$ cat src/sv/hashed_identity_registry_assert.svh
// Assertion macros shared by the hashed identity registry RTL.
// No dependencies; included by the modules that check their own logic.
`ifndef HASHED_IDENTITY_REGISTRY_ASSERT_SVH
`define HASHED_IDENTITY_REGISTRY_ASSERT_SVH

`ifndef SYNTHESIS

// Clocked check, masked while reset is asserted
`define HIR_ASSERT(lbl, clk_sig, rstn_sig, prop, msg) \
    lbl: assert property (@(posedge clk_sig) disable iff (!rstn_sig) prop) \
        else $error(msg);

// Clocked check that also holds during reset
`define HIR_ASSERT_ALWAYS(lbl, clk_sig, prop, msg) \
    lbl: assert property (@(posedge clk_sig) prop) else $error(msg);

`else

`define HIR_ASSERT(lbl, clk_sig, rstn_sig, prop, msg)
`define HIR_ASSERT_ALWAYS(lbl, clk_sig, prop, msg)

`endif

`endif

$ cat src/sv/hir_ram.sv
// Generic single-clock RAM: one write port, one read port, registered read.
// No dependencies; holds the slot table.
`default_nettype none

module hir_ram #(
    parameter int WIDTH = 8,
    parameter int DEPTH = 2
) (
    input  wire logic                     clk,
    input  wire logic                     we,
    input  wire logic [$clog2(DEPTH)-1:0] waddr,
    input  wire logic [WIDTH-1:0]         wdata,
    input  wire logic                     re,
    input  wire logic [$clog2(DEPTH)-1:0] raddr,
    output logic      [WIDTH-1:0]         rdata
);

    logic [WIDTH-1:0] mem [DEPTH];

    always_ff @(posedge clk)
    begin
        if (we)
        begin
            mem[waddr] <= wdata;
        end
        if (re)
        begin
            rdata <= mem[raddr];
        end
    end

endmodule

`default_nettype wire

$ cat config.mk
export PLATFORM = sky130hd
export DESIGN_NAME = hir_ram
export DESIGN_NICKNAME = d
export VERILOG_FILES = /design/src/sv/hashed_identity_registry_assert.svh /design/src/sv/hir_ram.sv
export SDC_FILE = /design/constraint.sdc
export NUM_CORES = 1
export LEC_CHECK = 0
export BUFFER_PORTS_ARGS = -buffer_cell sky130_fd_sc_hd__clkbuf_2
export CAP_MARGIN = 25
export CELL_PAD_IN_SITES_DETAIL_PLACEMENT = 1
export CELL_PAD_IN_SITES_GLOBAL_PLACEMENT = 1
export CORE_UTILIZATION = 46
export DETAILED_ROUTE_END_ITERATION = 16
export PLACE_DENSITY_LB_ADDON = 0.15
export SYNTH_ARGS = -nofsm -noshare
export SYNTH_HDL_FRONTEND = slang
export SYNTH_SLANG_ARGS = --single-unit
export TNS_END_PERCENT = 100
$ cat constraint.sdc
create_clock -name clk -period 2.6 [get_ports clk]
set_input_delay 0.52 -clock clk [delete_from_list [all_inputs] [get_ports clk]]
set_output_delay 0.52 -clock clk [all_outputs]
set_load 0.03 [all_outputs]
==> results.sh <==
export IMPL_status="complete, no violations"
export IMPL_critPathLaunchType="flip-flop"
export IMPL_synthCells=35
export IMPL_hold_ws_ns=0.3976
export IMPL_die_w_um=45.36
export IMPL_crit_reg2reg_launch="mem[1][4]"
export IMPL_hold_path_class="input port to flip-flop"
export IMPL_drive_gt1_frac=0.5345
export IMPL_n_antenna_cell=0
export IMPL_period_needed_ns=1.399
export IMPL_grt_max_degree=14
export IMPL_design_core_area_um2=1745
export IMPL_worstSetupStartpoint="rdata[3]"
export IMPL_fin_util=0.5792
export IMPL_ys_seq_elements=24
export IMPL_syn_to_final_growth_pct=16.93
export IMPL_die_h_um=45.36
export IMPL_die_area_um2=2057
export IMPL_worstPathMaxFanout=1
export IMPL_root_buffer="clkbuf_4"
export IMPL_fmax_ghz=0.7150
export IMPL_htree_levels=1
export IMPL_fillers=168
export IMPL_routed_top_layer="met3"
export IMPL_drcViolationCount=0
export IMPL_multi_input_area_um2=132.6
export IMPL_path_cells="clkbuf_2"
export IMPL_clkSinkCount=24
export IMPL_overflow=0
export IMPL_clockBufferDepth=2
export IMPL_cp_end_kind="output pin"
export IMPL_fin_worst_skew_ns=0.003308
export IMPL_io_pins=21
export IMPL_ctsHoldBuffers=0
export IMPL_fin_crit_sh=0.5379
export IMPL_antenna_left=0
export IMPL_crit_required_ns=2.08
export IMPL_start_util=0.4953
export IMPL_synth_seq_area_share=0.8336
export IMPL_fin_area_um2=1011
export IMPL_drv_slew=0
export IMPL_via_per_inst=4.735
export IMPL_cts_tree="done"
export IMPL_finalHoldViolations=0
export IMPL_tightest_slew_ns=0.6587
export IMPL_r2r_slack_ns=1.69
export IMPL_postCtsSetupBuffers=0
export IMPL_setup_tns_ns=0
export IMPL_antenna_found_initial=0
export IMPL_drt_first_pass_iters=2
export IMPL_hp_start="wdata[3]"
export IMPL_wl_um=1188
export IMPL_vias=393
export IMPL_cp_num_buf_inv=1
export IMPL_grt_pass1_vias=437
export IMPL_cts_resized=0
export IMPL_drt_initial_drc_count=5
export IMPL_synth_cell_area_um2=864.6
export IMPL_rsz0062_at_grt="false"
export IMPL_dr_wl_met2_um=680
export IMPL_drv_cap=0
export IMPL_path_delay_family="flip-flops"
export IMPL_seqCellArea_um2=720.7
export IMPL_wl_per_cell_um=14.31
export IMPL_place_gp_congestion=0.6261
export IMPL_slowest_delay_ns=0.39
export IMPL_crit_path_top_delay_cell="edfxtp_1"
export IMPL_synth_top_area_share=0.8336
export IMPL_ys_warn_count=0
export IMPL_leakagePower_uw=0.0003974
export IMPL_synth_nets=48
export IMPL_slew_headroom=0.5599
export IMPL_power_density_nw_per_um2=681.9
export IMPL_path_clk_slew_ns=0.12
export IMPL_row_count=15
export IMPL_critPathArrivalTime_ns=0.88
export IMPL_port_buffer_count=20
export IMPL_numCtsBuffers=3
export IMPL_grt_util_all_layers=0.1368
export IMPL_ir_drop_uv=344.1
export IMPL_nNetsFinal=72
export IMPL_synth_top_area_cell="edfxtp_1"
export IMPL_place_area_um2=984.7
export IMPL_clk_latency_ns=0.30
export IMPL_setup_violations=0
export IMPL_synth_area_leaders="edfxtp_1 (83%), mux2_4 (14%), buf_6 (1.3%)"
export IMPL_wl_met3_um=68
export IMPL_grt_pass1_wl_um=1814
export IMPL_avgSynthCellArea_um2=24.70
export IMPL_path_class="flip-flop to output pin"
export IMPL_synth_cell_type_count=5
export IMPL_wl_met1_um=440
through the flow:
stage | setup WS (ns) | cells | power [µW]
after floorplan | 1.287 | 35 | 516.7
after global placement | 1.145 | 79 | 536.7
after detailed placement | 1.039 | 79 | 542.1
after CTS | 1.170 | 83 | 702.3
after global routing | 1.137 | 83 | 720.2
final | 1.201 | 83 | 689.3
final timing paths:
kind                                  end  cells after the start
worst min register to register   rdata[6]                      1
worst min-delay path            mem[1][3]                      1
worst max register to register   rdata[4]                      1
worst max-delay path             rdata[3]                      1
layout by cell type, fill, tap and decap left out:
master	count
and2_1	1
clkbuf_2	20
clkbuf_4	3
clkinv_1	1
edfxtp_1	24
mux2_4	8
nor2b_1	1
cell usage after synthesis:
master	number
buf_6	1
nor2b_1	1
mux2_4	8
edfxtp_1	24
and2_1	1
registers in the layout, indices dropped and copies added (netlist names):
signal  cells
mem        16
rdata       8
final cells by class:
cell class | count | share of cell area
Sequential cell | 24 | 0.7129
Clock buffer | 3 | 0.02228
Tap cell | 25 | 0.03094
Multi-Input combinational cell | 10 | 0.1312
Clock inverter | 1 | 0.003713
Timing Repair Buffer | 20 | 0.09901
power by group:
group | internal (µW) | leakage [µW] | total [µW] | switching [µW]
sequential | 457 | 0.000228 | 465 | 7.79
combinational | 29.3 | 0.000154 | 67.0 | 37.7
clock | 56.0 | 0.0000154 | 158 | 102
total | 542 | 0.000397 | 689 | 147
logic make-up (layout without fill, tap and decap cells):
kind of cell,after synthesis,in the layout,synth area share
flops,24,24,0.8336
mux,8,8,0.1389
simple gates,2,2,0.01448
buf+inv,1,24,0.01302
metal layers:
metal  up-vias  track usage
li1        183            -
met1       194       0.1335
met2        16       0.2377
met3         0      0.05200
met4         0      0.09091
met5         -            0
(Power assumes the default switching activity.)
