$ cat src/sv/hashed_identity_registry_assert.svh
// Assertion macros shared by the hashed identity registry RTL.
// No dependencies; included by the modules that check their own logic.
`ifndef HASHED_IDENTITY_REGISTRY_ASSERT_SVH
`define HASHED_IDENTITY_REGISTRY_ASSERT_SVH

`ifndef SYNTHESIS

// Clocked check, masked while reset is asserted
`define HIR_ASSERT(lbl, clk_sig, rstn_sig, prop, msg) \
    lbl: assert property (@(posedge clk_sig) disable iff (!rstn_sig) prop) \
        else $error(msg);

// Clocked check that also holds during reset
`define HIR_ASSERT_ALWAYS(lbl, clk_sig, prop, msg) \
    lbl: assert property (@(posedge clk_sig) prop) else $error(msg);

`else

`define HIR_ASSERT(lbl, clk_sig, rstn_sig, prop, msg)
`define HIR_ASSERT_ALWAYS(lbl, clk_sig, prop, msg)

`endif

`endif

$ cat src/sv/hir_pkg.sv
// Shared types, codes and constants of the hashed identity registry.
// No dependencies; imported by every module of the block but hir_ram.
`default_nettype none

package hir_pkg;

    // Field widths
    localparam int ID_W        = 64;
    localparam int CLASS_W     = 8;
    localparam int KIND_W      = 2;
    localparam int STATUS_W    = 4;
    localparam int NUMBER_W    = 64;
    localparam int COUNT_W     = 11;
    localparam int CFG_W       = 8;
    localparam int CFG_INDEX_W = 1;

    // Stream packing
    localparam int S_TDATA_W = ((ID_W + CLASS_W + 7) / 8) * 8;
    localparam int M_TDATA_W = ((NUMBER_W + 2 * COUNT_W + 7) / 8) * 8;
    localparam int M_PAD_W   = M_TDATA_W - NUMBER_W - 2 * COUNT_W;

    localparam int DEFAULT_TABLE_SLOTS = 1024;

    // Hash constants
    localparam logic [ID_W-1:0] MIX_ID    = 64'h9E3779B185EBCA87;
    localparam logic [ID_W-1:0] MIX_CLASS = 64'hC2B2AE3D27D4EB4F;
    localparam int FOLD_SHIFT = 32;
    localparam int HALF_W     = 32;

    // Register indexes and reset values
    localparam logic [CFG_INDEX_W-1:0] CFG_TYPE_LOWEST  = 1'd0;
    localparam logic [CFG_INDEX_W-1:0] CFG_TYPE_HIGHEST = 1'd1;
    localparam logic [CFG_W-1:0] TYPE_LOWEST_RESET  = 8'd0;
    localparam logic [CFG_W-1:0] TYPE_HIGHEST_RESET = 8'd7;

    // Request kinds
    localparam logic [KIND_W-1:0] KIND_RESOLVE = 2'd0;
    localparam logic [KIND_W-1:0] KIND_RETIRE  = 2'd1;
    localparam logic [KIND_W-1:0] KIND_CLEAR   = 2'd2;

    // Result status codes
    localparam logic [STATUS_W-1:0] ST_EXISTING        = 4'd0;
    localparam logic [STATUS_W-1:0] ST_ALLOCATED       = 4'd1;
    localparam logic [STATUS_W-1:0] ST_ALREADY_RETIRED = 4'd2;
    localparam logic [STATUS_W-1:0] ST_RETIRED         = 4'd3;
    localparam logic [STATUS_W-1:0] ST_NOT_FOUND       = 4'd4;
    localparam logic [STATUS_W-1:0] ST_INVALID         = 4'd5;
    localparam logic [STATUS_W-1:0] ST_FULL            = 4'd6;
    localparam logic [STATUS_W-1:0] ST_COUNTER_OUT     = 4'd7;
    localparam logic [STATUS_W-1:0] ST_CLEARED         = 4'd8;

    // One table slot as stored in the slot memory
    typedef struct packed {
        logic                used;
        logic                retired;
        logic [NUMBER_W-1:0] number;
        logic [CLASS_W-1:0]  cls;
        logic [ID_W-1:0]     ident;
    } hir_entry_t;

    localparam int ENTRY_W = $bits(hir_entry_t);

    // Request handed from the stream side to the controller
    typedef struct packed {
        logic [KIND_W-1:0]  kind;
        logic [ID_W-1:0]    ident;
        logic [CLASS_W-1:0] cls;
        logic               key_ok;
    } hir_req_t;

    // Result handed from the controller to the output register
    typedef struct packed {
        logic [STATUS_W-1:0] status;
        logic [NUMBER_W-1:0] number;
        logic [COUNT_W-1:0]  held;
        logic [COUNT_W-1:0]  active;
    } hir_res_t;

endpackage

`default_nettype wire

$ cat src/sv/hir_hash.sv
// Home slot hash: multiply-xor of identity and class, folded to a slot index.
// Depends on hir_pkg; one shared 32x32 multiplier for the partial products.
`default_nettype none

`include "hashed_identity_registry_assert.svh"

module hir_hash import hir_pkg::*; #(
    parameter int TABLE_SLOTS = DEFAULT_TABLE_SLOTS
) (
    input  wire logic                           clk,
    input  wire logic                           rst_n,
    input  wire logic                           start,
    input  wire logic [ID_W-1:0]                ident,
    input  wire logic [CLASS_W-1:0]             cls,
    output logic                                done,
    output logic [$clog2(TABLE_SLOTS)-1:0]      home
);

    localparam int IDX_W = $clog2(TABLE_SLOTS);

    typedef enum logic [2:0] {
        H_IDLE,
        H_LOW,
        H_CROSS_A,
        H_CROSS_B,
        H_FOLD
    } hstate_t;

    hstate_t              state_reg, state_next;
    logic                 done_reg, done_next;
    logic [IDX_W-1:0]     home_reg, home_next;
    logic [ID_W-1:0]      id_reg, id_next;
    logic [CLASS_W-1:0]   cls_reg, cls_next;
    logic [ID_W-1:0]      acc_reg, acc_next;
    logic [ID_W-1:0]      cacc_reg, cacc_next;

    logic [HALF_W-1:0]    op_a, op_b;
    logic [2*HALF_W-1:0]  prod;
    logic [ID_W-1:0]      cls_prod;
    logic [ID_W-1:0]      mixed;
    logic [ID_W-1:0]      folded;

    // Shared multiplier: low x low, high x low, low x high of identity and mix
    always_comb
    begin
        op_a     = (state_reg == H_CROSS_A) ? id_reg[ID_W-1:HALF_W] : id_reg[HALF_W-1:0];
        op_b     = (state_reg == H_CROSS_B) ? MIX_ID[ID_W-1:HALF_W] : MIX_ID[HALF_W-1:0];
        prod     = {{HALF_W{1'b0}}, op_a} * {{HALF_W{1'b0}}, op_b};
        cls_prod = {{(ID_W-CLASS_W){1'b0}}, cls_reg} * MIX_CLASS;
        mixed    = acc_reg ^ cacc_reg;
        folded   = mixed ^ (mixed >> FOLD_SHIFT);
    end

    // Step sequencer
    always_comb
    begin
        state_next = state_reg;
        done_next  = 1'b0;
        home_next  = home_reg;
        id_next    = id_reg;
        cls_next   = cls_reg;
        acc_next   = acc_reg;
        cacc_next  = cacc_reg;
        case (state_reg)
            H_IDLE:
            begin
                if (start)
                begin
                    id_next    = ident;
                    cls_next   = cls;
                    state_next = H_LOW;
                end
            end
            H_LOW:
            begin
                acc_next   = prod;
                cacc_next  = cls_prod;
                state_next = H_CROSS_A;
            end
            H_CROSS_A:
            begin
                acc_next   = {acc_reg[ID_W-1:HALF_W] + prod[HALF_W-1:0], acc_reg[HALF_W-1:0]};
                state_next = H_CROSS_B;
            end
            H_CROSS_B:
            begin
                acc_next   = {acc_reg[ID_W-1:HALF_W] + prod[HALF_W-1:0], acc_reg[HALF_W-1:0]};
                state_next = H_FOLD;
            end
            H_FOLD:
            begin
                home_next  = folded[IDX_W-1:0];
                done_next  = 1'b1;
                state_next = H_IDLE;
            end
            default:
            begin
                state_next = H_IDLE;
            end
        endcase
    end

    always_ff @(posedge clk or negedge rst_n)
    begin
        if (!rst_n)
        begin
            state_reg <= H_IDLE;
            done_reg  <= 1'b0;
        end
        else
        begin
            state_reg <= state_next;
            done_reg  <= done_next;
            home_reg  <= home_next;
            id_reg    <= id_next;
            cls_reg   <= cls_next;
            acc_reg   <= acc_next;
            cacc_reg  <= cacc_next;
        end
    end

    assign done = done_reg;
    assign home = home_reg;

    // A new key never arrives while a hash is still in flight
    `HIR_ASSERT_ALWAYS(a_start_when_idle, clk, start |-> (state_reg == H_IDLE),
        "hash started while busy")

endmodule

`default_nettype wire

$ cat config.mk
export PLATFORM = sky130hd
export DESIGN_NAME = hir_hash
export DESIGN_NICKNAME = d
export VERILOG_FILES = /design/src/sv/hir_pkg.sv /design/src/sv/hir_hash.sv
export VERILOG_INCLUDE_DIRS = /design/src /design/src/sv
export SDC_FILE = /design/constraint.sdc
export NUM_CORES = 2
export LEC_CHECK = 0
export ABC_AREA = 0
export BUFFER_PORTS_ARGS = -buffer_cell sky130_fd_sc_hd__buf_2
export CAP_MARGIN = 20
export CORE_UTILIZATION = 60
export CTS_CLUSTER_SIZE = 14
export DETAILED_ROUTE_END_ITERATION = 8
export GPL_TIMING_DRIVEN = 0
export PLACE_DENSITY_LB_ADDON = 0.08
export SYNTH_ARGS = -nofsm -noshare
export SYNTH_HDL_FRONTEND = slang
export SYNTH_SLANG_ARGS = --single-unit
$ cat constraint.sdc
create_clock -name clk -period 12.1 [get_ports clk]
set_input_delay 0 -clock clk [delete_from_list [all_inputs] [get_ports clk]]
set_output_delay 0 -clock clk [all_outputs]
set_load 0.05 [all_outputs]
==> impl_results.md <==
- Status: complete, no violations
- Die Ht: 213.2 um
- Cell family with most CP delay: adder cells
- Largest stage delay, worst path: 0.95 ns
- First-pass GRT wire length: 116.8 mm
- Post-Synthesis Cells: 2581
- Post-synth EDFFs: 122
- R2R cell count: 28
- Worst reg2reg path endpoint: acc_reg[35]$_DFFE_PP_
- FF+latch count, synth: 126
- Num CTS Buffers: 17
- Multi-input gate area: 20000 um^2
- FP Rows: 77
- IO Port Bufs: 85
- Layout cells sized above 1: 5.843%
- Total gr overflow: 0
- Critical path origin: state_reg[2]$_DFFE_PN0P_
- Setup tns final: 0 ns
- Final period util: 94.28%
- Synth top area cells: fa_1 41%, ha_1 16%, edfxtp_1 14%
- Register area share after synthesis: 14.07%
- WL/cell: 22.59 um
- CP most frequent cell: fa_1
- Root buffer cell: clkbuf_16
- RD Place Congestion: 1.004
- Top FF cell, synth: edfxtp_1
- Max reg flops: 64
- Antenna diodes: 0
- Setup-failing EPs final: 0
- Ys async rst share: 3.175%
- Crit path to: acc_reg[35]$_DFFE_PP_
- R2R Path Start: state_reg[2]$_DFFE_PN0P_
- Starting Density: 60.64%
- Storage cell area: 3764 um^2
- CP bufs+invs: 9
- Final Net Count: 3788
- Tot GR Track Use: 36.32%
- Crit path max-delay cell type: a221oi_1
- CTS clk-pin slew, worst paths: 0.07 ns
- # DRC: 0
- Antenna violations before repair: 1
- Area Overhead vs Synth: 10.59%
- Slew of the pin with the lowest slew margin: 1.119 ns
- Worst path required time: 12.30 ns
- Routed WL: 77.56 mm
- Clock Tree Buf Depth: 2
- Worst skew pair latency: 0.47 ns
- Final hold viol count: 0
- Initial DRT Pass Iterations: 5
- Number of global-route vias before repair: 19570
- CP startpoint kind: flop
- Width of the die: 213.2 um
- Synth Area per Inst: 10.37 um^2
- Largest net degree at the start of global routing: 53
- Top cell type's share of synthesized area: 41.30%
- DRT antenna net count: 0
- Clk sink count: 126
- Worst Skew: 0.01353 ns
- Vias per cell: 5.417
- CP Class: reg2reg
- Post-CTS Setup Inserts: 0
- Hold Path Origin: ident[16]
- Min cycle time layout: 11.41 ns
- Fmax: 0.08766 GHz
- Worst slew margin: 23.30%
- Worst hold stages: 2
- DR iter-0 viols: 1487
- CTS tree: yes
- Max-Cap Viols: 0
- RSZ-0062 raised after global routing: no
- Mapped Area: 26760 um^2
- Register-to-register setup slack: 0.69 ns
- Synth area leader: fa_1
- Worst EP arrival: 11.61 ns
- Worst Path Max Fanout: 10
- Synth unique cells: 64
- Core Box Area: 44120 um^2
- Crit. End Element: flop
- Count of final max-slew check failures: 0
- Cell depth of the worst setup path: 28
- Fill count: 3578
- # H-tree levels: 4
- Ys Warns: 0
- Detailed Place HPWL: 66.74 mm
- WHS: 0.2361 ns
- Hold WC Path Type: in2reg
- DR vias: 18600
- Die area: 45450 um^2
- Boundary pin count: 86
==> final cells by class <==
cell class / instances / area share [%]
Buffer: 43 / 0.5920
Clock buffer: 17 / 1.438
Clock inverter: 15 / 0.4313
Inverter: 815 / 10.34
Multi-Input combinational cell: 1655 / 67.60
Sequential cell: 126 / 12.72
Tap cell: 592 / 2.503
Timing Repair Buffer: 170 / 4.372
==> worst register-to-register path: cells and delay by family (launching register included) <==
family | cells | cell delay [ns]
DFF | 1 | 0.40
AOI/OAI and AO/OA | 5 | 1.88
and+or+nand+nor | 4 | 1.17
adders and majority gates | 9 | 4.70
xor gates and xnor gates | 1 | 0.30
buffers and inverters | 9 | 2.70
==> cells by family after synthesis <==
logic type               Yosys count  synth area share [%]
AND/OR/NAND/NOR                  304                 5.209
multiplexers                      36                 1.501
other                              2               0.02807
buffers and inverters            858                 12.09
adder cells (fa/ha/maj)          885                 56.87
XOR/XNOR                         133                 4.536
AO/OA/AOI/OAI                    237                 5.700
flip-flops                       126                 14.07
==> Yosys cell counts, drive strengths merged (12+ instances only) <==
| cell type | n |
|---|---|
| mux2i | 18 |
| xnor2 | 105 |
| inv | 814 |
| a21o | 59 |
| clkbuf | 34 |
| nor2 | 108 |
| fa | 552 |
| a31oi | 12 |
| ha | 333 |
| mux2 | 18 |
| o21ai | 37 |
| edfxtp | 122 |
| xor2 | 25 |
| a21oi | 73 |
| nand2 | 110 |
==> worst min path at each step <==
stage | endpoint | slack [ns]
2_1_floorplan | done$_DFF_PN0_ | -0.30
3_3_place_gp | done$_DFF_PN0_ | -0.15
3_5_place_dp | done$_DFF_PN0_ | -0.15
4_1_cts | cls_reg[0]$_DFFE_PP_ | 0.21
5_1_grt | id_reg[22]$_DFFE_PP_ | 0.24
6_report | id_reg[16]$_DFFE_PP_ | 0.24
==> per-layer routing <==
layer | up-vias | wire length, um | global-route usage [%]
met2 | 732 | 34820 | 55.02
met4 | 0 | 3445 | 16.08
li1 | 8269 | - | -
met5 | - | 0 | 0
met1 | 9459 | 32960 | 50.38
met3 | 135 | 6336 | 7.898
==> cell usage in the layout, fill, tap and decap left out, drive strengths merged, types with 8 or more instances in the layout <==
cell / Yosys / final
a211oi: 10 / 10
a21o: 59 / 59
a21oi: 73 / 73
a31oi: 12 / 12
and2: 9 / 9
and3: 10 / 10
buf: 9 / 104
clkbuf: 34 / 51
conb: 2 / 60
dlygate4sd3: 0 / 75
edfxtp: 122 / 122
fa: 552 / 552
ha: 333 / 333
inv: 814 / 823
mux2: 18 / 18
mux2i: 18 / 18
nand2: 110 / 110
nand2b: 8 / 8
nand4: 9 / 9
nor2: 108 / 108
nor2b: 11 / 11
nor3: 9 / 9
o211ai: 8 / 8
o21a: 8 / 8
o21ai: 37 / 37
xnor2: 105 / 105
xor2: 25 / 25
==> timing repair <==
item | 4_1_cts | 5_1_grt
gates resized for setup | 0 | 0
hold buffers | 75 | 0
endpoints found under the hold margin | 77 | 0
==> through the flow <==
| step | std cells | area [um^2] | worst slack, ns | util [%] |
|---|---|---|---|---|
| floorplan | 2639 | 26980 | 3.457 | - |
| global placement | 3316 | 28140 | 0.1740 | 63.78 |
| detailed placement | 3326 | 28290 | 0.9703 | 64.11 |
| CTS | 3433 | 29590 | 0.9296 | 67.06 |
| global route | 3433 | 29590 | 0.4782 | 67.06 |
| finish | 3433 | 29590 | 0.6925 | 67.06 |
Power is left out: the tool's default activity adds up to more than one toggle a clock period on the data nets, which glitch-free logic cannot reach.
