[config.mk]
export PLATFORM = sky130hd
export DESIGN_NAME = hir_ctrl
export DESIGN_NICKNAME = d
export VERILOG_FILES = /design/src/sv/hir_pkg.sv /design/src/sv/hir_ctrl.sv
export VERILOG_INCLUDE_DIRS = /design/src /design/src/sv
export SDC_FILE = /design/constraint.sdc
export NUM_CORES = 1
export LEC_CHECK = 0
export BUFFER_PORTS_ARGS = -buffer_cell sky130_fd_sc_hd__buf_2
export CAP_MARGIN = 10
export CELL_PAD_IN_SITES_DETAIL_PLACEMENT = 1
export CELL_PAD_IN_SITES_GLOBAL_PLACEMENT = 1
export CORE_MARGIN = 2
export CORE_UTILIZATION = 30
export DETAILED_ROUTE_END_ITERATION = 12
export PLACE_DENSITY_LB_ADDON = 0.12
export SETUP_SLACK_MARGIN = 0.05
export SLEW_MARGIN = 20
export SYNTH_ARGS = -nofsm -noshare
export SYNTH_HDL_FRONTEND = slang
export SYNTH_SLANG_ARGS = --single-unit
[constraint.sdc]
create_clock -name clk -period 9.65 [get_ports clk]
set_input_delay 0 -clock clk [delete_from_list [all_inputs] [get_ports clk]]
set_output_delay 0 -clock clk [all_outputs]
set_load 0.02 [all_outputs]
[src/sv/hashed_identity_registry_assert.svh]
// Assertion macros shared by the hashed identity registry RTL.
// No dependencies; included by the modules that check their own logic.
`ifndef HASHED_IDENTITY_REGISTRY_ASSERT_SVH
`define HASHED_IDENTITY_REGISTRY_ASSERT_SVH

`ifndef SYNTHESIS

// Clocked check, masked while reset is asserted
`define HIR_ASSERT(lbl, clk_sig, rstn_sig, prop, msg) \
    lbl: assert property (@(posedge clk_sig) disable iff (!rstn_sig) prop) \
        else $error(msg);

// Clocked check that also holds during reset
`define HIR_ASSERT_ALWAYS(lbl, clk_sig, prop, msg) \
    lbl: assert property (@(posedge clk_sig) prop) else $error(msg);

`else

`define HIR_ASSERT(lbl, clk_sig, rstn_sig, prop, msg)
`define HIR_ASSERT_ALWAYS(lbl, clk_sig, prop, msg)

`endif

`endif

[src/sv/hir_pkg.sv]
// Shared types, codes and constants of the hashed identity registry.
// No dependencies; imported by every module of the block but hir_ram.
`default_nettype none

package hir_pkg;

    // Field widths
    localparam int ID_W        = 64;
    localparam int CLASS_W     = 8;
    localparam int KIND_W      = 2;
    localparam int STATUS_W    = 4;
    localparam int NUMBER_W    = 64;
    localparam int COUNT_W     = 11;
    localparam int CFG_W       = 8;
    localparam int CFG_INDEX_W = 1;

    // Stream packing
    localparam int S_TDATA_W = ((ID_W + CLASS_W + 7) / 8) * 8;
    localparam int M_TDATA_W = ((NUMBER_W + 2 * COUNT_W + 7) / 8) * 8;
    localparam int M_PAD_W   = M_TDATA_W - NUMBER_W - 2 * COUNT_W;

    localparam int DEFAULT_TABLE_SLOTS = 1024;

    // Hash constants
    localparam logic [ID_W-1:0] MIX_ID    = 64'h9E3779B185EBCA87;
    localparam logic [ID_W-1:0] MIX_CLASS = 64'hC2B2AE3D27D4EB4F;
    localparam int FOLD_SHIFT = 32;
    localparam int HALF_W     = 32;

    // Register indexes and reset values
    localparam logic [CFG_INDEX_W-1:0] CFG_TYPE_LOWEST  = 1'd0;
    localparam logic [CFG_INDEX_W-1:0] CFG_TYPE_HIGHEST = 1'd1;
    localparam logic [CFG_W-1:0] TYPE_LOWEST_RESET  = 8'd0;
    localparam logic [CFG_W-1:0] TYPE_HIGHEST_RESET = 8'd7;

    // Request kinds
    localparam logic [KIND_W-1:0] KIND_RESOLVE = 2'd0;
    localparam logic [KIND_W-1:0] KIND_RETIRE  = 2'd1;
    localparam logic [KIND_W-1:0] KIND_CLEAR   = 2'd2;

    // Result status codes
    localparam logic [STATUS_W-1:0] ST_EXISTING        = 4'd0;
    localparam logic [STATUS_W-1:0] ST_ALLOCATED       = 4'd1;
    localparam logic [STATUS_W-1:0] ST_ALREADY_RETIRED = 4'd2;
    localparam logic [STATUS_W-1:0] ST_RETIRED         = 4'd3;
    localparam logic [STATUS_W-1:0] ST_NOT_FOUND       = 4'd4;
    localparam logic [STATUS_W-1:0] ST_INVALID         = 4'd5;
    localparam logic [STATUS_W-1:0] ST_FULL            = 4'd6;
    localparam logic [STATUS_W-1:0] ST_COUNTER_OUT     = 4'd7;
    localparam logic [STATUS_W-1:0] ST_CLEARED         = 4'd8;

    // One table slot as stored in the slot memory
    typedef struct packed {
        logic                used;
        logic                retired;
        logic [NUMBER_W-1:0] number;
        logic [CLASS_W-1:0]  cls;
        logic [ID_W-1:0]     ident;
    } hir_entry_t;

    localparam int ENTRY_W = $bits(hir_entry_t);

    // Request handed from the stream side to the controller
    typedef struct packed {
        logic [KIND_W-1:0]  kind;
        logic [ID_W-1:0]    ident;
        logic [CLASS_W-1:0] cls;
        logic               key_ok;
    } hir_req_t;

    // Result handed from the controller to the output register
    typedef struct packed {
        logic [STATUS_W-1:0] status;
        logic [NUMBER_W-1:0] number;
        logic [COUNT_W-1:0]  held;
        logic [COUNT_W-1:0]  active;
    } hir_res_t;

endpackage

`default_nettype wire

[src/sv/hir_ctrl.sv]
// Request controller: clearing pass, probe walk over the slot memory, updates.
// Depends on hir_pkg; drives hir_hash and hir_ram through the top level.
`default_nettype none

`include "hashed_identity_registry_assert.svh"

module hir_ctrl import hir_pkg::*; #(
    parameter int TABLE_SLOTS = DEFAULT_TABLE_SLOTS
) (
    input  wire logic                           clk,
    input  wire logic                           rst_n,
    // request side
    input  wire logic                           req_valid,
    input  wire hir_req_t                       req,
    output logic                                req_ready,
    // hash unit
    output logic                                hash_start,
    input  wire logic                           hash_done,
    input  wire logic [$clog2(TABLE_SLOTS)-1:0] hash_home,
    // slot memory
    output logic                                ram_we,
    output logic [$clog2(TABLE_SLOTS)-1:0]      ram_waddr,
    output hir_entry_t                          ram_wdata,
    output logic                                ram_re,
    output logic [$clog2(TABLE_SLOTS)-1:0]      ram_raddr,
    input  wire hir_entry_t                     ram_rdata,
    // result side
    output logic                                res_valid,
    output hir_res_t                            res,
    input  wire logic                           res_ready
);

    localparam int IDX_W = $clog2(TABLE_SLOTS);
    localparam int CNT_W = $clog2(TABLE_SLOTS + 1);

    typedef enum logic [2:0] {
        S_WIPE,
        S_IDLE,
        S_HASH,
        S_PROBE,
        S_DONE
    } state_t;

    state_t               state_reg, state_next;
    logic                 report_reg, report_next;
    logic [IDX_W-1:0]     idx_reg, idx_next;
    logic [IDX_W-1:0]     probe_reg, probe_next;
    logic [KIND_W-1:0]    kind_reg, kind_next;
    logic [ID_W-1:0]      ident_reg, ident_next;
    logic [CLASS_W-1:0]   cls_reg, cls_next;
    logic [STATUS_W-1:0]  status_reg, status_next;
    logic [NUMBER_W-1:0]  number_reg, number_next;
    logic [CNT_W-1:0]     held_reg, held_next;
    logic [CNT_W-1:0]     active_reg, active_next;
    logic [NUMBER_W-1:0]  last_reg, last_next;

    logic                 accept;
    logic                 hit;
    logic                 is_resolve;
    logic [CNT_W+COUNT_W-1:0] held_ext, active_ext;

    assign accept     = req_valid && req_ready;
    assign hit        = ram_rdata.used && (ram_rdata.ident == ident_reg)
                        && (ram_rdata.cls == cls_reg);
    assign is_resolve = (kind_reg == KIND_RESOLVE);

    // Next state, memory port control and counter updates
    always_comb
    begin
        state_next  = state_reg;
        report_next = report_reg;
        idx_next    = idx_reg;
        probe_next  = probe_reg;
        kind_next   = kind_reg;
        ident_next  = ident_reg;
        cls_next    = cls_reg;
        status_next = status_reg;
        number_next = number_reg;
        held_next   = held_reg;
        active_next = active_reg;
        last_next   = last_reg;

        hash_start  = 1'b0;
        ram_we      = 1'b0;
        ram_waddr   = idx_reg;
        ram_wdata   = '0;
        ram_re      = 1'b0;
        ram_raddr   = hash_home;

        case (state_reg)
            // Clearing pass: one slot per cycle marked unused
            S_WIPE:
            begin
                ram_we = 1'b1;
                idx_next = idx_reg + IDX_W'(1);
                if (idx_reg == IDX_W'(TABLE_SLOTS - 1))
                begin
                    state_next = report_reg ? S_DONE : S_IDLE;
                end
            end

            S_IDLE:
            begin
                if (accept)
                begin
                    kind_next   = req.kind;
                    ident_next  = req.ident;
                    cls_next    = req.cls;
                    number_next = '0;
                    case (req.kind)
                        KIND_CLEAR:
                        begin
                            held_next   = '0;
                            active_next = '0;
                            last_next   = '0;
                            idx_next    = '0;
                            report_next = 1'b1;
                            status_next = ST_CLEARED;
                            state_next  = S_WIPE;
                        end
                        KIND_RESOLVE, KIND_RETIRE:
                        begin
                            if (req.key_ok)
                            begin
                                hash_start = 1'b1;
                                state_next = S_HASH;
                            end
                            else
                            begin
                                status_next = ST_INVALID;
                                state_next  = S_DONE;
                            end
                        end
                        default:
                        begin
                            status_next = ST_INVALID;
                            state_next  = S_DONE;
                        end
                    endcase
                end
            end

            // Wait for the home slot, then read it
            S_HASH:
            begin
                if (hash_done)
                begin
                    ram_re     = 1'b1;
                    ram_raddr  = hash_home;
                    idx_next   = hash_home;
                    probe_next = '0;
                    state_next = S_PROBE;
                end
            end

            // One slot checked per cycle; the next read is issued on a miss
            S_PROBE:
            begin
                if (!ram_rdata.used)
                begin
                    // key absent, this is also the first free slot from home
                    state_next = S_DONE;
                    if (!is_resolve)
                    begin
                        status_next = ST_NOT_FOUND;
                    end
                    else if (&last_reg)
                    begin
                        status_next = ST_COUNTER_OUT;
                    end
                    else
                    begin
                        ram_we            = 1'b1;
                        ram_wdata.used    = 1'b1;
                        ram_wdata.retired = 1'b0;
                        ram_wdata.number  = last_reg + NUMBER_W'(1);
                        ram_wdata.cls     = cls_reg;
                        ram_wdata.ident   = ident_reg;
                        last_next   = last_reg + NUMBER_W'(1);
                        held_next   = held_reg + CNT_W'(1);
                        active_next = active_reg + CNT_W'(1);
                        status_next = ST_ALLOCATED;
                        number_next = last_reg + NUMBER_W'(1);
                    end
                end
                else if (hit)
                begin
                    state_next = S_DONE;
                    if (is_resolve)
                    begin
                        status_next = ram_rdata.retired ? ST_ALREADY_RETIRED : ST_EXISTING;
                        number_next = ram_rdata.number;
                    end
                    else if (ram_rdata.retired)
                    begin
                        status_next = ST_ALREADY_RETIRED;
                    end
                    else
                    begin
                        ram_we            = 1'b1;
                        ram_wdata         = ram_rdata;
                        ram_wdata.retired = 1'b1;
                        if (active_reg != '0)
                        begin
                            active_next = active_reg - CNT_W'(1);
                        end
                        status_next = ST_RETIRED;
                    end
                end
                else if (probe_reg == IDX_W'(TABLE_SLOTS - 1))
                begin
                    // every slot used and none matches
                    state_next  = S_DONE;
                    status_next = is_resolve ? ST_FULL : ST_NOT_FOUND;
                end
                else
                begin
                    ram_re     = 1'b1;
                    ram_raddr  = idx_reg + IDX_W'(1);
                    idx_next   = idx_reg + IDX_W'(1);
                    probe_next = probe_reg + IDX_W'(1);
                end
            end

            S_DONE:
            begin
                if (res_ready)
                begin
                    state_next = S_IDLE;
                end
            end

            default:
            begin
                state_next = S_IDLE;
            end
        endcase
    end

    always_ff @(posedge clk or negedge rst_n)
    begin
        if (!rst_n)
        begin
            state_reg  <= S_WIPE;
            report_reg <= 1'b0;
            idx_reg    <= '0;
            held_reg   <= '0;
            active_reg <= '0;
            last_reg   <= '0;
        end
        else
        begin
            state_reg  <= state_next;
            report_reg <= report_next;
            idx_reg    <= idx_next;
            held_reg   <= held_next;
            active_reg <= active_next;
            last_reg   <= last_next;
            probe_reg  <= probe_next;
            kind_reg   <= kind_next;
            ident_reg  <= ident_next;
            cls_reg    <= cls_next;
            status_reg <= status_next;
            number_reg <= number_next;
        end
    end

    // Counts reported at the fixed output width
    assign held_ext   = {{COUNT_W{1'b0}}, held_reg};
    assign active_ext = {{COUNT_W{1'b0}}, active_reg};

    assign req_ready  = (state_reg == S_IDLE);
    assign res_valid  = (state_reg == S_DONE);
    assign res.status = status_reg;
    assign res.number = number_reg;
    assign res.held   = held_ext[COUNT_W-1:0];
    assign res.active = active_ext[COUNT_W-1:0];

    `HIR_ASSERT(a_no_rw_overlap, clk, rst_n, ram_we |-> !ram_re,
        "slot memory read and written in the same cycle")
    `HIR_ASSERT(a_counts_bounded, clk, rst_n,
        (active_reg <= held_reg) && (held_reg <= CNT_W'(TABLE_SLOTS)),
        "slot counts out of range")
    `HIR_ASSERT(a_hash_expected, clk, rst_n, hash_done |-> (state_reg == S_HASH),
        "hash result outside of hash wait")
    `HIR_ASSERT(a_result_held, clk, rst_n,
        (res_valid && !res_ready) |=> (res_valid && $stable(status_reg)),
        "pending result changed before it was taken")

endmodule

`default_nettype wire

==> metrics.txt, run 1 <==
largest area contributor in the netlist edfxtp_1; Detailed Routing Iterations Pass 1 5; Routability Congestion between 0.9 and 1; Setup crit end kind output port; YS warnings 0; DIE WIDTH 225 um; Endpoint, Worst Hold state_reg[0]; relative slew slack 27.9%; total overflow reported by the global router 0; final hold viol count 0; max incr delay on CP 0.72 ns; DR vias/cell approximately 5.2; Layout area overhead 38.4%; Starting Density 30.5%; final cycle utilization of the critical path about 50%; instance count of the mapped netlist ~1500; Die Footprint 50500 um^2; Pleak 0.00880 uW; global-route wire length before repair approximately 87000 um; Slew @ Worst Pin 1.08 ns; Rows 80; largest net degree at the start of global routing 71; DR iter-0 viols between 600 and 700; ordered list of cells on the worst path xor2_1, nor4_1, nand4_1, nor4_2, and4_1, and3_4, buf_4, a22o_1, buf_2; critical path type register to output port; register area share after synthesis roughly half; IO Pins 481; initial antenna violation count 6; minimum clock period after layout between 4 and 5 ns; Mapped Nets 1699; Setup Buffers After CTS 0; Synth top cells by count nor2_1 (215), edfxtp_1 (152), a22o_1 (109), nand2_1 (109), dfrtp_1 (100); Core Area between 40000 and 50000 um^2; Crit Path Max Fanout 70; Max Freq between 0.2 and 0.25 GHz; WP data required roughly 9.7 ns; hold_sp hash_done; post-DR wirelength/cell around 21 um; worst hold-check path type primary input to register; FF-to-FF path depth 9; WP data arrival between 4 and 5 ns; Post-synth EDFFs roughly 150; CP max-delay cell nor4_1; Clk pin slew, worst setup/hold paths 0.06 ns; final setup vio count 0; post-DP HPWL 41500 um; clock latency on the worst-skew pair approximately 0.54 ns; setup tns final 0 ns; placed cell count ~2500; vias in the first global route approximately 15000; Post-Synthesis Cell Area approximately 15000 um^2; H-tree Lvls 2; Power Density between 150 and 200 nW/um^2; fin area between 20000 and 25000 um^2; area share of the largest cell type after synthesis between 30% and 40%; Num CTS Buffers 34; Sink Count ~250; Worst VDD drop 0.000120 V; register bit total from synthesis roughly 250; reg2reg start ident_reg[31]; chip height 225 um; routed wire length slightly below 60000 um; post-synthesis cell type count 70; nets approximately 2300; Final Max Slew Viols 0; final routed DRC violation total 0; hold path cells 5; Synth area leaders edfxtp_1 (31%), dfrtp_1 (17%), a22o_1 (6.5%), xor2_1 (5.6%), nor2_1 (5.5%); Resized Gates After CTS 0; setup slack, reg-to-reg between 5 and 6 ns; outcome finished, final reports clean; post-synthesis average cell area about 10 um^2; CTS Buffer Depth 3; max_cap viols 0; top-count cell post-synth nor2_1; RSZ-0062 raised after global routing false; asr flop ratio synth about two fifths; Port Buf Inserts 480; Finished Layout Cells between 2000 and 3000; CTS tree done; gr usage total 22.3%; via count 14100; layout cells sized above 1 between 20 and 30%; Placed Area roughly 18000 um^2; FF-to-FF End number_reg[17]; CP delay by family, top simple AND/OR/NAND/NOR gates; root buf cell clkbuf_16; ANT nets after route 0; Synth Flop Type edfxtp_1; Tot Pwr around 3200 uW; Max Clock Skew around 0.024 ns; worst path bufs/invs 2; CP startpoint kind register
[per-stage QoR]
| step | hold slack (ns) | worst slack, ns | utilization, % |
|---|---|---|---|
| after floorplan | -0.296 | 2.66 | - |
| after global routing | 0.0778 | 4.56 | 42.2 |
| after global placement | -0.0884 | 5.33 | 36.7 |
| final | 0.0347 | 4.81 | 42.2 |
| after detailed placement | -0.0876 | 5.38 | 36.7 |
| after CTS | 0.0117 | 4.77 | 42.2 |
[cell families after synthesis]
kind of cell    synth area share (%)
simple gates                    17.0
compound gates                  16.7
flops                           48.4
xor+xnor                        9.66
buf+inv                         3.43
mux                             3.50
fa+ha+maj                       1.25
[layout make-up]
type,count,area (um^2)
fill,5538,27600
multi-input combinational,1091,7110
sequential,252,7070
timing repair buffer,652,4080
clock buffer,48,975
tap,615,769
clock inverter,13,115
inverter,20,76.3
antenna,6,15.0
[worst register-to-register path: stages (launching register included)]
cell and delay (ns):
edfxtp_1 0.41, xor2_1 0.17, nor4_1 0.72, nand4_1 0.28
nor4_2 0.63, nand2_1 0.20, a21oi_2 0.31, nand3_1 0.18
a21boi_4 0.19, buf_4 0.78
[report_power, final]
group | leakage, uW | switching [uW] | total (uW) | internal, uW
clock network | 0.000533 | 498 | 1250 | 756
registers | 0.00278 | 86.4 | 1320 | 1230
logic | 0.00549 | 369 | 617 | 248
total | 0.00880 | 954 | 3190 | 2240
[per-layer routing]
| layer | GRT usage, % | part of all wire [%] | vias up |
|---|---|---|---|
| met5 | 0 | 0.014 | - |
| met1 | 29.4 | 45 | 7073 |
| met4 | 6.77 | 2.3 | 2 |
| met2 | 38.2 | 49 | 354 |
| li1 | - | - | 6556 |
| met3 | 3.06 | 3.7 | 79 |
[worst max path at each step]
stage,cells past startpoint,from,slack [ns],to
detailed placement,9,ident_reg[31],5.38,number_reg[17]
finish,9,ident_reg[31],4.81,ram_wdata[15]
floorplan,8,ident_reg[9],2.66,number_reg[0]
global route,9,ident_reg[31],4.56,ram_wdata[40]
global placement,9,ident_reg[31],5.33,number_reg[17]
CTS,9,ident_reg[31],4.77,ram_wdata[35]
[repair_timing]
action                                 in CTS  in global routing
hold buffers                              154                  0
setup endpoints to repair                   0                  0
endpoints found under the hold margin     205                  0
[placed cells by master, fill, tap and decap left out, types with 7 or more instances in the layout]
| cell type | Yosys | layout |
|---|---|---|
| clkbuf_16 | 0 | 35 |
| and4_1 | 13 | 13 |
| a22oi_1 | 55 | 55 |
| clkbuf_1 | 52 | 8 |
| dlygate4sd3_1 | 0 | 154 |
| mux2i_1 | 41 | 41 |
| dfrtp_1 | 100 | 100 |
| or3_1 | 7 | 7 |
| nand4_1 | 28 | 28 |
| inv_1 | 19 | 19 |
| a22o_1 | 109 | 109 |
| a21oi_1 | 40 | 40 |
| o21ai_0 | 74 | 74 |
| nand3_1 | 36 | 36 |
| mux2_1 | 7 | 7 |
| o31ai_1 | 13 | 13 |
| edfxtp_1 | 152 | 152 |
| xnor2_1 | 68 | 68 |
| xor2_1 | 93 | 93 |
| ha_1 | 13 | 13 |
| nor4_1 | 20 | 20 |
| nor2_1 | 215 | 215 |
| buf_2 | 27 | 479 |
| buf_4 | 4 | 19 |
| and3_1 | 35 | 32 |
| nand2_1 | 109 | 107 |
| a21o_1 | 7 | 7 |
| nor3_1 | 23 | 22 |
| and2_1 | 11 | 10 |
No activity file was read; power rests on OpenSTA's default activity.
==> run 2, diff against run 1 <==
- clock period: 9.65 -> 4.5 ns (I/O delays scaled with it)
==> run 2 against run 1 <==
  * Clock power grew 100%
  * Highest routed layer is now met4
  * Core utilization rose by 0.19 points
  * Global-route usage down 0.31 points
  * Largest cell class unchanged
  * Setup slack lost 4.5 ns
  * Routed wire length is 0.95% lower
  * Clock skew fell by 0.012 ns
  * Clock-buffer cell count is 3 higher
  * Critical path depth did not move
  * Design area is 0.45% higher
  * Die area unchanged
==> metrics.txt, run 2 (synthesis results as in run 1) <==
gr usage total 22.0% (-0.31 points); nets 2304 (+0.48%); Max Freq about 0.24 GHz; WP data required 4.50 ns (-5.15 ns); CP startpoint kind register; Clk pin slew, worst setup/hold paths 0.06 ns (about the same); clock latency on the worst-skew pair 0.57 ns (+0.03 ns); final routed DRC violation total 0 (unchanged); CTS Buffer Depth 3 (unchanged); Routability Congestion 0.900 (-0.50%); final setup vio count 0 (unchanged); post-DP HPWL 41000 um (-1.2%); Detailed Routing Iterations Pass 1 5 (unchanged); Slew @ Worst Pin 1.02 ns (-0.0586 ns); Core Area 47800 um^2 (unchanged); IO Pins 481 (unchanged); DR iter-0 viols 644 (-1.1%); setup tns final 0 ns (unchanged); critical path type register to output port; Final WS setup 0.329 ns (-4.48 ns); Setup crit end kind output port; filler cell count in the final layout 5473 (-1.2%); routed wire length 57200 um (-0.95%); Power Density 329 nW/um^2 (+110%); Num CTS Buffers 31 (-8.8%); post-DR wirelength/cell 21.1 um (-1.4%); minimum clock period after layout about 4.2 ns; max_cap viols 0 (unchanged); hold_sp ram_rdata[136]; Starting Density 30.5% (unchanged); final cycle utilization of the critical path between 90% and 100%; Layout area overhead 39.0%; Crit. Startpoint ident_reg[29]; DIE WIDTH 225 um (unchanged); Die Footprint 50500 um^2 (unchanged); most common cell after layout, fill and taps aside buf_2; largest net degree at the start of global routing 78 (+9.9%); Rows 80 (unchanged); initial antenna violation count 7 (+1); chip height 225 um (unchanged); Sink Count 252 (unchanged); layout cells sized above 1 28.0% (+0.30 points); Worst VDD drop 0.000267 V (+120%); global-route wire length before repair 87100 um (-0.49%); Pleak 0.00886 uW (+0.61%); Max Clock Skew 0.0124 ns (-0.0119 ns); Crit Path Max Fanout 40 (-43%); DP Worst Slack 0.830 ns (-4.55 ns); vias in the first global route 14800 (-0.81%); via count 14000 (-0.65%); CTS tree done; root buf cell clkbuf_16; most frequent cells in the layout buf_2 (479), nor2_1 (215), dlygate4sd3_1 (154), edfxtp_1 (152), a22o_1 (109); H-tree Lvls 1 (-1); total overflow reported by the global router 0 (unchanged); reg2reg start ident_reg[29]; worst hold-check path type primary input to register; final hold viol count 0 (unchanged); outcome finished, final reports clean; Final Max Slew Viols 0 (unchanged); RSZ-0062 raised after global routing false; relative slew slack 31.8% (+3.9 points); WP data arrival 4.17 ns (-0.67 ns); DR vias/cell 5.16 (-1.1%); ANT nets after route 0 (unchanged); Port Buf Inserts 480 (unchanged)
[run 2: changes by cell type in the layout (fill, tap and decap cells not counted), moves of 2 or more]
cell and delta:
buf_4 +8, clkbuf_8 +2, clkbuf_1 +5, clkbuf_16 -4, buf_12 +6, clkinv_1 -4
[run 2: critical path, stage by stage, from the launching register on]
cell,delay [ns]
edfxtp_1,0.42
xor2_1,0.17
nor4_1,0.53
nand4_1,0.21
nor4_2,0.52
and4_1,0.45
and3_4,0.63
buf_4,0.29
a22o_1,0.18
buf_2,0.18
[run 2: report_power, final]
part | switching, uW | total [uW] | internal (uW)
clock network | 1020 | 2520 | 1490
registers | 179 | 2820 | 2640
logic | 793 | 1340 | 547
total | 2000 | 6670 | 4680
[run 2: worst paths after layout]
check / depth (start not counted) / end / slack, ns
max: 9 / ram_wdata[60] / 0.33
min: 4 / status_reg[1] / 0.03
max reg2reg: 10 / state_reg[2] / 0.60
min reg2reg: 1 / report_reg / 0.47
max in group asynchronous: 3 / last_reg[21] / 3.58
min in group asynchronous: 3 / ram_waddr[5] / 0.04
[run 2: area by class of cell]
type                       count  area, um^2  area share (%)
antenna                        7        17.5          0.0863
clock buffer                  51         921            4.54
clock inverter                 6        78.8           0.388
inverter                      20        76.3           0.376
multi-input combinational   1091        7100            35.0
sequential                   252        7070            34.8
tap                          615         769            3.79
timing repair buffer         666        4260            21.0
[run 2: per-stage QoR]
step	instance area, um^2	hold slack, ns	util, %	total power (uW)	instances
after floorplan	14600	-0.296	-	3520	1457
after global placement	17700	0.0508	37.0	4050	2489
after detailed placement	17700	0.0506	37.0	4080	2489
after CTS	20300	0.00212	42.4	6760	2701
after global routing	20300	0.0297	42.4	7000	2708
final	20300	0.0346	42.4	6670	2708
[run 2: timing repair]
item | 4_1_cts | 5_1_grt
gates resized for setup | 0 | 0
hold endpoints to repair | 190 | 0
hold buffers | 155 | 0
buffers inserted | 0 | 0
[run 2: per-layer routing]
layer	up-vias	wire length [um]	GRT usage, %
li1	6572	-	-
met1	6974	25500	29.2
met2	354	27900	37.7
met3	73	2460	2.98
met4	0	1290	5.90
met5	-	0	0
==> run 3, diff against run 2 <==
- ABC_AREA: not set -> 1
==> run 3 against run 2 <==
  * Design area is 7.8% higher
  * Combinational power is 75% higher
  * Sequential share of layout area is 2.5 points lower
  * Register-to-register slack better by 0.50 ns
  * Setup slack better by 0.11 ns
  * Sequential cell count stayed put
==> metrics.txt, run 3 <==
outcome finished, final reports clean; Placed Area 19200 um^2 (+8.2%); Max Freq 0.246 GHz (+2.8%); Synth Flop Type edfxtp_1; final setup vio count 0 (unchanged); largest net degree at the start of global routing 70 (-10%); Starting Density 30.5% (-0.065 points); global-route wire length before repair 111000 um (+28%); post-synthesis cell type count 51 (-27%); Worst VDD drop 0.000236 V (-12%); final routed DRC violation total 0 (unchanged); Routability Congestion 0.886 (-1.6%); Clk pin slew, worst setup/hold paths 0.06 ns (about the same); total overflow reported by the global router 0 (unchanged); asr flop ratio synth 39.7% (unchanged); post-DP HPWL 56600 um (+38%); relative slew slack 31.0% (-0.81 points); Synth top cells by count nand2_1 (609), inv_1 (270), nor2_1 (258); worst hold-check path type primary input to asynchronous set/reset pin; Post-synth EDFFs 152 (unchanged); DP Worst Slack 0.916 ns (+0.0860 ns); largest area contributor in the netlist edfxtp_1; ANT nets after route 0 (unchanged); YS warnings 0 (unchanged); minimum clock period after layout 4.06 ns (-0.112 ns); Port Buf Inserts 480 (unchanged); CTS tree done; register bit total from synthesis 252 (unchanged); Slew @ Worst Pin 1.03 ns (+0.00964 ns); RSZ-0062 raised after global routing false; final cycle utilization of the critical path 90.2% (-2.5 points); critical path type register to output port; DR vias/cell 4.99 (-3.2%); post-synthesis average cell area 7.52 um^2 (-25%); via count 17400 (+24%); Post-Synthesis Cell Area 16000 um^2 (+9.8%); layout cells sized above 1 22.8% (-5.2 points); Mapped Nets 2374 (+40%); Pleak 0.0102 uW (+15%); Detailed Routing Iterations Pass 1 5 (unchanged); routed wire length 73500 um (+28%); Power Density 386 nW/um^2 (+17%); most common cell after layout, fill and taps aside nand2_1; WP data arrival 4.06 ns (-0.11 ns); clock latency on the worst-skew pair 0.56 ns (about the same); Rows 84 (+5.0%); Max Clock Skew 0.0291 ns (+0.0167 ns); final hold slack 0.0237 ns (-0.0109 ns); Final WS setup 0.441 ns (+0.112 ns); initial antenna violation count 11 (+4); WP data required 4.50 ns (about the same); setup tns final 0 ns (unchanged); IO Pins 481 (unchanged); post-DR wirelength/cell 21.1 um (about the same); DIE WIDTH 235 um (+4.7%); Layout area overhead 36.4%; Synth area leaders edfxtp_1 (28%), dfrtp_1 (16%), nand2_1 (14%), inv_1 (6.3%), nor2_1 (6.0%); area share of the largest cell type after synthesis 28.5% (-2.8 points); Die Footprint 55300 um^2 (+9.6%); Final Max Slew Viols 0 (unchanged); Setup crit end kind output port; Num CTS Buffers 36 (+16%); instance count of the mapped netlist 2132 (+46%); CTS Buffer Depth 3 (unchanged); chip height 235 um (+4.7%); max_cap viols 0 (unchanged); register area share after synthesis 44.1% (-4.3 points); Sink Count 252 (unchanged); most frequent cells in the layout nand2_1 (608), buf_2 (479), inv_1 (269), nor2_1 (257), dlygate4sd3_1 (154); DR iter-0 viols 749 (+16%); H-tree Lvls 2 (+1); root buf cell clkbuf_16; CP startpoint kind register; vias in the first global route 18600 (+26%); Core Area 52700 um^2 (+10%); top-count cell post-synth nand2_1; Crit Path Max Fanout 55 (+38%); gr usage total 26.0% (+4.0 points); nets 2997 (+30%); final hold viol count 0 (unchanged); fin area 21900 um^2 (+7.8%)
-- run 3: cell type report --
type / count / area (um^2)
clock inverters: 17 / 144
clock buffers: 47 / 983
flip-flops and latches: 252 / 7070
repair buffers: 658 / 4150
well taps: 688 / 861
multi-input cells: 1530 / 7600
fillers: 6534 / 30800
inverters: 277 / 1040
diodes: 9 / 22.5
-- run 3: timing repair --
action,in CTS,in global routing
hold buffers,155,0
buffers inserted,0,0
endpoints found under the hold margin,190,0
resized for setup,0,0
-- run 3: cell families (layout without fill, tap and decap cells) --
logic type               after synthesis  in the layout  synth area share [%]
AND/OR/NAND/NOR                     1134           1134                  30.3
XOR/XNOR                              89             89                  4.86
flip-flops                           252            252                  44.1
adder cells (fa/ha/maj)               14             14                  1.14
AO/OA/AOI/OAI                        293            293                  10.9
buffers and inverters                350            999                  8.70
other                                  0              9                     0
-- run 3: worst max-delay path: stages (launching register included) --
cell and delay (ns):
edfxtp_1 0.40, xnor2_1 0.50, nand2_1 0.11, nor2_1 0.11
nand2_1 0.06, nor2_1 0.09, nand2_1 0.06, nor2_1 0.29
nand2_1 0.12, nor2_1 0.17, nand3_2 0.41, buf_4 0.51
o22ai_1 0.38, buf_2 0.24
-- run 3: where the power goes --
group          internal (uW)  switching (uW)  leakage, uW
sequential              2870             409      0.00274
combinational            810            1550      0.00692
clock                   1660            1160     0.000553
total                   5330            3110       0.0102
-- run 3: final timing paths --
| path | from | end | slack [ns] | cells past startpoint |
|---|---|---|---|---|
| max in group asynchronous | rst_n | last_reg[22] | 3.52 | 3 |
| worst min-delay path | rst_n | ram_waddr[0] | 0.02 | 3 |
| worst max-delay path | ident_reg[4] | ram_wdata[55] | 0.44 | 13 |
| worst max register to register | ident_reg[4] | state_reg[1] | 1.10 | 13 |
| worst min register to register | report_reg | report_reg | 0.49 | 2 |
| min in group clk | ram_rdata[137] | number_reg[0] | 0.05 | 4 |
-- run 3: stage by stage --
stage               util [%]  total power, uW  instances
finish                  41.5             8440       3478
global route            41.5             8910       3477
CTS                     41.5             8510       3469
detailed placement      36.4             5540       3250
global placement        36.4             5470       3250
floorplan                  -             4650       2132
-- run 3: per-layer routing --
metal | global-route usage, % | vias to the layer above | wire length [um]
met3 | 5.02 | 115 | 3960
met5 | 0 | - | 11
met2 | 46.1 | 480 | 36900
met4 | 9.57 | 2 | 2410
li1 | - | 8267 | -
met1 | 31.0 | 8508 | 30300
